### src/hw/rtl/sdmc_pkg.sv
// Shared types, constants and tables of the swerve drive module commander.
package sdmc_pkg;

   localparam int CORDIC_STEPS_DEF = 16;
   localparam int STEP_W = 5;
   localparam int VW = 36;
   localparam int PW = 68;
   localparam int DVW = 44;
   localparam int QW = 15;
   localparam int DIV_STEPS = 15;

   localparam logic signed [31:0] INV_GAIN = 32'sd652032874;
   localparam logic [16:0] ROT_IDLE_LIMIT = 17'd3277;
   localparam logic signed [16:0] QUARTER_TURN = 17'sd16384;
   localparam logic signed [16:0] HALF_TURN = 17'sd32768;

   localparam logic [14:0] DEADBAND_RST = 15'd1638;
   localparam logic [14:0] GAIN_ACROSS_RST = 15'd16384;
   localparam logic [14:0] GAIN_ALONG_RST = 15'd16384;
   localparam logic [14:0] SPEED_LIMIT_RST = 15'd32767;

   localparam logic [1:0] REG_DEADBAND = 2'd0;
   localparam logic [1:0] REG_GAIN_ACROSS = 2'd1;
   localparam logic [1:0] REG_GAIN_ALONG = 2'd2;
   localparam logic [1:0] REG_SPEED_LIMIT = 2'd3;

   typedef logic signed [VW-1:0] vec_type;

   typedef struct packed {
      logic [14:0] deadband_level;
      logic [14:0] rotation_gain_across;
      logic [14:0] rotation_gain_along;
      logic [14:0] speed_limit;
   } cfg_type;

   typedef struct packed {
      logic load;
      logic ld_ra;
      logic ld_rl;
      logic rot_init;
      logic vec_init;
      logic cordic_step;
      logic cordic_vec;
      logic ld_px;
      logic ld_py;
      logic ld_mag;
      logic div_init;
      logic div_step;
      logic div_end;
      logic turn;
      logic out_load;
      logic [1:0] mod;
      logic [STEP_W-1:0] step;
   } cmd_type;

   typedef struct packed {
      logic idle;
      logic pre_zero;
   } status_type;

   function automatic logic [31:0] atan_entry(input logic [STEP_W-1:0] i);
      logic [31:0] r;
      case (i)
         5'd0: r = 32'd536870912;
         5'd1: r = 32'd316933406;
         5'd2: r = 32'd167458907;
         5'd3: r = 32'd85004756;
         5'd4: r = 32'd42667331;
         5'd5: r = 32'd21354465;
         5'd6: r = 32'd10679838;
         5'd7: r = 32'd5340245;
         5'd8: r = 32'd2670163;
         5'd9: r = 32'd1335087;
         5'd10: r = 32'd667544;
         5'd11: r = 32'd333772;
         5'd12: r = 32'd166886;
         5'd13: r = 32'd83443;
         5'd14: r = 32'd41722;
         5'd15: r = 32'd20861;
         5'd16: r = 32'd10430;
         5'd17: r = 32'd5215;
         5'd18: r = 32'd2608;
         5'd19: r = 32'd1304;
         5'd20: r = 32'd652;
         5'd21: r = 32'd326;
         5'd22: r = 32'd163;
         5'd23: r = 32'd81;
         default: r = 32'd0;
      endcase
      return r;
   endfunction

endpackage

### src/hw/rtl/sdmc_ctrl.sv
// Sequencing state machine of the commander.
module sdmc_ctrl #(
   parameter int CORDIC_STEPS = sdmc_pkg::CORDIC_STEPS_DEF
) (
   input  logic clock,
   input  logic reset,
   input  logic req_valid,
   output logic req_ready,
   output logic rsp_valid,
   input  logic rsp_ready,
   input  sdmc_pkg::status_type status,
   output sdmc_pkg::cmd_type cmd
);
   import sdmc_pkg::*;

   localparam logic [STEP_W-1:0] CORDIC_LAST = STEP_W'(CORDIC_STEPS - 1);
   localparam logic [STEP_W-1:0] DIV_LAST = STEP_W'(DIV_STEPS - 1);

   typedef enum logic [13:0] {
      S_IDLE   = 14'b00000000000001,
      S_PRE_RA = 14'b00000000000010,
      S_PRE_RL = 14'b00000000000100,
      S_ROT    = 14'b00000000001000,
      S_ROT_X  = 14'b00000000010000,
      S_ROT_Y  = 14'b00000000100000,
      S_V_INIT = 14'b00000001000000,
      S_V_STEP = 14'b00000010000000,
      S_V_MAG  = 14'b00000100000000,
      S_D_INIT = 14'b00001000000000,
      S_D_STEP = 14'b00010000000000,
      S_D_END  = 14'b00100000000000,
      S_TURN   = 14'b01000000000000,
      S_DONE   = 14'b10000000000000
   } state_type;

   state_type state_ff, state_in;
   logic [1:0] mod_ff, mod_in;
   logic [STEP_W-1:0] step_ff, step_in;
   logic rsp_valid_ff, rsp_valid_in;

   assign req_ready = (state_ff == S_IDLE);
   assign rsp_valid = rsp_valid_ff;

   always_comb begin
      state_in = state_ff;
      mod_in = mod_ff;
      step_in = step_ff;
      cmd = '0;
      cmd.mod = mod_ff;
      cmd.step = step_ff;
      unique case (state_ff)
         S_IDLE: begin
            if (req_valid) begin
               cmd.load = 1'b1;
               state_in = S_PRE_RA;
            end
         end
         S_PRE_RA: begin
            mod_in = 2'd0;
            if (status.idle) begin
               state_in = S_TURN;
            end else begin
               cmd.ld_ra = 1'b1;
               state_in = S_PRE_RL;
            end
         end
         S_PRE_RL: begin
            cmd.ld_rl = 1'b1;
            cmd.rot_init = 1'b1;
            step_in = '0;
            state_in = status.pre_zero ? S_V_INIT : S_ROT;
         end
         S_ROT: begin
            cmd.cordic_step = 1'b1;
            step_in = step_ff + 1'b1;
            if (step_ff == CORDIC_LAST) state_in = S_ROT_X;
         end
         S_ROT_X: begin
            cmd.ld_px = 1'b1;
            state_in = S_ROT_Y;
         end
         S_ROT_Y: begin
            cmd.ld_py = 1'b1;
            state_in = S_V_INIT;
         end
         S_V_INIT: begin
            cmd.vec_init = 1'b1;
            step_in = '0;
            state_in = S_V_STEP;
         end
         S_V_STEP: begin
            cmd.cordic_step = 1'b1;
            cmd.cordic_vec = 1'b1;
            step_in = step_ff + 1'b1;
            if (step_ff == CORDIC_LAST) state_in = S_V_MAG;
         end
         S_V_MAG: begin
            cmd.ld_mag = 1'b1;
            mod_in = mod_ff + 1'b1;
            state_in = (mod_ff == 2'd3) ? S_D_INIT : S_V_INIT;
         end
         S_D_INIT: begin
            cmd.div_init = 1'b1;
            step_in = '0;
            state_in = S_D_STEP;
         end
         S_D_STEP: begin
            cmd.div_step = 1'b1;
            step_in = step_ff + 1'b1;
            if (step_ff == DIV_LAST) state_in = S_D_END;
         end
         S_D_END: begin
            cmd.div_end = 1'b1;
            mod_in = mod_ff + 1'b1;
            state_in = (mod_ff == 2'd3) ? S_TURN : S_D_INIT;
         end
         S_TURN: begin
            cmd.turn = 1'b1;
            mod_in = mod_ff + 1'b1;
            if (mod_ff == 2'd3) state_in = S_DONE;
         end
         S_DONE: begin
            if (!rsp_valid_ff || rsp_ready) begin
               cmd.out_load = 1'b1;
               state_in = S_IDLE;
            end
         end
         default: state_in = S_IDLE;
      endcase
   end

   always_comb begin
      rsp_valid_in = rsp_valid_ff;
      if (rsp_ready) rsp_valid_in = 1'b0;
      if (cmd.out_load) rsp_valid_in = 1'b1;
   end

   always_ff @(posedge clock) begin
      if (reset) begin
         state_ff <= S_IDLE;
         mod_ff <= 2'd0;
         step_ff <= '0;
         rsp_valid_ff <= 1'b0;
      end else begin
         state_ff <= state_in;
         mod_ff <= mod_in;
         step_ff <= step_in;
         rsp_valid_ff <= rsp_valid_in;
      end
   end
endmodule

### config.mk
export PLATFORM = sky130hd
export DESIGN_NAME = sdmc_ctrl
export DESIGN_NICKNAME = d
export VERILOG_FILES = /design/src/hw/rtl/sdmc_pkg.sv /design/src/hw/rtl/sdmc_ctrl.sv
export SDC_FILE = /design/constraint.sdc
export NUM_CORES = 1
export LEC_CHECK = 0
export BUFFER_PORTS_ARGS = -buffer_cell sky130_fd_sc_hd__buf_2
export CORE_ASPECT_RATIO = 0.7
export CORE_MARGIN = 3
export CORE_UTILIZATION = 50
export CTS_CLUSTER_DIAMETER = 100
export DETAILED_ROUTE_END_ITERATION = 12
export MAX_ROUTING_LAYER = met4
export PLACE_DENSITY = 0.74
export SLEW_MARGIN = 20
export SYNTH_ARGS = -nofsm -noshare
export SYNTH_HDL_FRONTEND = slang
export SYNTH_SLANG_ARGS = --single-unit
export TNS_END_PERCENT = 5
### constraint.sdc
create_clock -name clock -period 4.5 [get_ports clock]
set_clock_uncertainty 0.15 [all_clocks]
set_input_delay 0.45 -clock clock [delete_from_list [all_inputs] [get_ports clock]]
set_output_delay 0.45 -clock clock [all_outputs]
set_load 0.05 [all_outputs]
## After elaboration in Yosys (flattened, before gate mapping)

Index checks and enable logic that the tools add are counted.

| word-level totals | value |
|---|---|
| word-level logic and storage cells | 71 |
| input bits | 6 |
| output and inout bits | 24 |
| flip-flop bits (word level) | 22 |

| operators by class | value |
|---|---|
| reductions and logical operators | 10 |
| muxes and demuxes | 32 |
| equal/unequal tests | 23 |
| add/subtract/negate cells | 2 |

Operators with widths:

| kind | count |
|---|---|
| 14-bit one-hot mux with 14 select lines | 1 |
| 14-bit two-way mux | 6 |
| 13-bit two-way mux | 2 |
| 1-bit two-way mux | 18 |
| 14-bit by 1-bit equality test with 1-bit output (second input constant) | 1 |
| 14-bit by 10-bit equality test with 1-bit output (second input constant) | 1 |
| 14-bit by 11-bit equality test with 1-bit output (second input constant) | 1 |
| 14-bit by 12-bit equality test with 1-bit output (second input constant) | 1 |
| 14-bit by 13-bit equality test with 1-bit output (second input constant) | 1 |
| 14-bit equality test (second input constant) | 1 |
| 14-bit by 2-bit equality test with 1-bit output (second input constant) | 1 |
| 14-bit by 3-bit equality test with 1-bit output (second input constant) | 1 |
| 14-bit by 4-bit equality test with 1-bit output (second input constant) | 1 |
| 14-bit by 5-bit equality test with 1-bit output (second input constant) | 1 |
| 14-bit by 6-bit equality test with 1-bit output (second input constant) | 1 |
| 14-bit by 7-bit equality test with 1-bit output (second input constant) | 1 |
| 14-bit by 8-bit equality test with 1-bit output (second input constant) | 1 |
| 14-bit by 9-bit equality test with 1-bit output (second input constant) | 1 |
| 2-bit != test (second input constant) | 6 |
| 5-bit by 4-bit equality test with 1-bit output (second input constant) | 2 |
| 10-bit two-way mux | 1 |
| 5-bit one-hot mux with 2 select lines | 1 |
| 3-bit OR reduction | 3 |
| 7-bit two-way mux | 1 |
| 10 further kinds | 12 |

## Logic depth before layout (Yosys ltp)

| depth | value |
|---|---|
| word-level depth | 5 |
| mapped depth | 8 |
| mapped depth without buffers | 7 |

## Least setup slack after synthesis

Ideal clock, no wire load.

| timing path | value |
|---|---|
| path type | reg-to-reg |
| start point | reg state_ff[0] |
| end point | reg state_ff[13] |
| clock period less this slack | 3.121 ns |
| required time | 4.285 ns |
| data arrival time | 2.905 ns |
| library setup time | 0.065 ns |
| cell stages (with the launch flop) | 8 |
| path slack | 1.379 ns |
| buffers on the path | 1 |
| cells stage by stage | dfxtp_1 > buf_2 > nor4_4 > nand4b_1 > nor4_1 > inv_1 > o22a_1 > nor2_1 |

| on the way | value |
|---|---|
| longest elaborated chain between the ends | 3 |
| elaborated cells on any way between the ends | 22 |
| those cells by class | eq/ne: 20; mux: 1; reduce/logical: 1 |

RTL lines:

| what | line | RTL |
|---|---|---|
| from (decl) | sdmc_ctrl.sv:36 | `state_type state_ff, state_in;` |
| from (signal assigned) | sdmc_ctrl.sv:145 | `state_ff <= state_in;` |
| 14-bit equality test (tied with other cells) | sdmc_ctrl.sv:51 | `unique case (state_ff)` |
| 2-bit != test (no line) | -- |  |
| 6-bit AND reduction (no line) | -- |  |

Several ways; a longest one is shown, not always the timed one.
A chain may end at the register's enable or synchronous reset.

==> flow_summary_export.csv <==
group,metric,value,unit
synth,yosys_warnings,0,
hold_path,holdCritPathClass,"input pin to flop",
die,dieArea,3420,sq um
global_routing,grt_max_degree,18,
synth,synth_edf_count,0,
synth,synth-async-reset-ratio,0,
placed_design,gp_congestion,0.953,
drt,highest_layer,"met4",
timing,drv_slew,0,
synth,ys_seq_elements,22,
drt,wl_met3,450,um
synth,synth_area_leaders,"dfxtp_1 (32%), nor2_1 (8.2%), nor4_4 (6.2%), a21oi_1 (5.5%), ha_1 (3.6%)",
setup_path,cp_max_fo,8,
pwr,vdd_drop_max,0.000146,V
clocking,cts_resized,0,
clocking,cts_setup_buffers,0,
drt,wl_met1,1520,um
clocking,cts_hold_buf,0,
timing,tns,0,ns
finish,design_area,1570,sq um
drt,vias,1413,
timing,rsz0062_at_grt,"no",
global_routing,antenna_found_initial,0,
finish,layout_commonest_cell,"nor2_1",
pwr,power.total,0.500,mW
synth,synth_top_area_cell,"dfxtp_1",
die,die_height,49.8,um
finish,final_cell_mix,"nor2_1 (30), buf_2 (29), dfxtp_1 (22)",
timing,finalCritPeriodShare,0.642,
die,row_count,15,
placed_design,io_buffer_count,29,
die,initial_core_util,0.541,
setup_path,worstSetupEndpointType,"output port",
drt,post_drt_wl_per_cell,16.1,um
finish,layout-area-overhead-vs-synth,14.5,%
clocking,clk_pin_slew_worst_paths,0.08,ns
flow_run,maxCapViolCount,0,
clocking,cts_root_buf,"clkbuf_8",
placed_design,dpl-instance-area,1500,sq um
finish,nNetsFinal,205,
drt,dr.pass1.iters,5,
pwr,powerDensity,318,nW/um^2
pwr,p_seq_frac,0.427,
global_routing,grt_usage,0.248,
global_routing,first_global_vias,1286,
synth,syn_area,1370,sq um
synth,syn_nets,181,
setup_path,arrival,2.29,ns
status,status,"complete, no violations",
synth,synthFlopType,"dfxtp_1",
clocking,cts.sinks,22,
pwr,p_int,0.351,mW
drt,drc,0,
clocking,cts_tree,"built",
setup_path,critical_path_class,"flop to output port",
clocking,clock_latency,0.27,ns
setup_path,critPathRequiredTime,3.90,ns
pwr,clkPwrFrac,0.371,
drt,drt_wl_total,3670,um
placed_design,dp_hpwl,2830,um
pwr,swShare,0.298,
drt,dr_wl_met2,1610,um
global_routing,grt_pass1_wl,6170,um
clocking,cts_buffers,3,
pwr,p_switching,0.149,mW
die,die_x,68.6,um
drt,antenna_left,0,
die,core,2530,sq um
synth,synth_area_per_cell,8.02,sq um
setup_path,critPathLaunchType,"flop",
timing,worstMarginPinSlew,0.563,ns
timing,setup-violations-final,0,
drt,drt_iter0_markers,237,
synth,yosys.area.top_type_share,0.321,
synth,synth_cell_types,41,
die,io_pins,30,
timing,min_period,2.89,ns
finish,drive_gt1_frac,0.216,
finish,nFillCells,225,
finish,antennaDiodeCount,0,
synth,seq_area_frac_synth,0.321,
timing,max_slew_margin,0.621,
clocking,htree_levels,1,
drt,viasPerCell,6.20,
pwr,p_leak,0.711,nW
pwr,combPwrFrac,0.202,
timing,fmax,0.346,GHz
global_routing,gr-total-overflow,0,
timing,hold_viol,0,
synth,synth_cells,171,
timing,holdWs,0.235,ns
clocking,cts_buffer_depth,2,
==> final timing paths <==
kind,cells past startpoint,end,slack [ns],startpoint
max reg2reg,6,state_ff[4],1.99,state_ff[0]
max,5,cmd[13],1.61,state_ff[13]
min,2,state_ff[2],0.24,status[1]
min reg2reg,2,step_ff[4],0.39,step_ff[4]
==> layout make-up <==
cell class	count	area, sq um	area share
clock inverter	1	30.0	0.0191
timing repair buffer	29	145	0.0924
sequential	22	440	0.280
multi-input combinational	130	837	0.533
clock buffer	3	41.3	0.0263
tap	34	42.5	0.0271
inverter	9	33.8	0.0215
==> per-stage QoR <==
stage / util / instances / worst slack, ns
floorplan: - / 171 / 1.38
global route: 0.620 / 228 / 1.53
finish: 0.620 / 228 / 1.61
CTS: 0.620 / 228 / 1.64
global placement: 0.592 / 224 / 2.00
detailed placement: 0.592 / 224 / 1.94
==> layer usage <==
layer  vias up  GRT usage
met5         -          -
met4         0     0.0825
li1        656          -
met3        14     0.0683
met2        98      0.355
met1       645      0.334
==> registers in the layout (all words and copies together), names as in the netlist <==
register and count:
state_ff 14, step_ff 5, mod_ff 2, rsp_valid 1
==> Yosys cell counts, types with 2 or more instances <==
master,instances
and4b_1,2
nand4b_1,2
nor3_1,9
nand2_1,8
buf_2,6
nand3_1,8
nor4_4,4
nor2_1,30
nor4b_1,4
a31oi_1,3
inv_1,9
buf_4,2
o21ai_0,4
dfxtp_1,22
xor2_1,2
and2_1,2
a21oi_1,15
nor4_1,2
and3_1,3
nand4_1,3
or3_1,3
nand2b_1,5
ha_1,4
mux2i_1,2
==> critical path, stage by stage (launching register included) <==
cell and delay [ns]:
dfxtp_1 0.39, or4_4 0.56, nor3_4 0.25, nand2_1 0.23, nor4_4 0.28, buf_2 0.31
==> cells by family (layout without fill, tap and decap cells) <==
| logic type | count (synthesis) | after routing | synth area share |
|---|---|---|---|
| AO/OA/AOI/OAI | 27 | 27 | 0.116 |
| multiplexers | 2 | 2 | 0.0146 |
| adder cells (fa/ha/maj) | 4 | 4 | 0.0365 |
| AND/OR/NAND/NOR | 95 | 95 | 0.431 |
| XOR/XNOR | 2 | 2 | 0.0128 |
| buffers and inverters | 19 | 42 | 0.0684 |
| flip-flops | 22 | 22 | 0.321 |
==> power by group through the flow <==
| stage | clock network (mW) | logic (mW) | registers, mW |
|---|---|---|---|
| after floorplan | 0 | 0.0853 | 0.209 |
| after global placement | 0 | 0.100 | 0.217 |
| after detailed placement | 0 | 0.0990 | 0.217 |
| after CTS | 0.187 | 0.0998 | 0.212 |
| after global routing | 0.197 | 0.109 | 0.214 |
| final | 0.186 | 0.101 | 0.213 |
No activity file was read; power rests on OpenSTA's default activity.
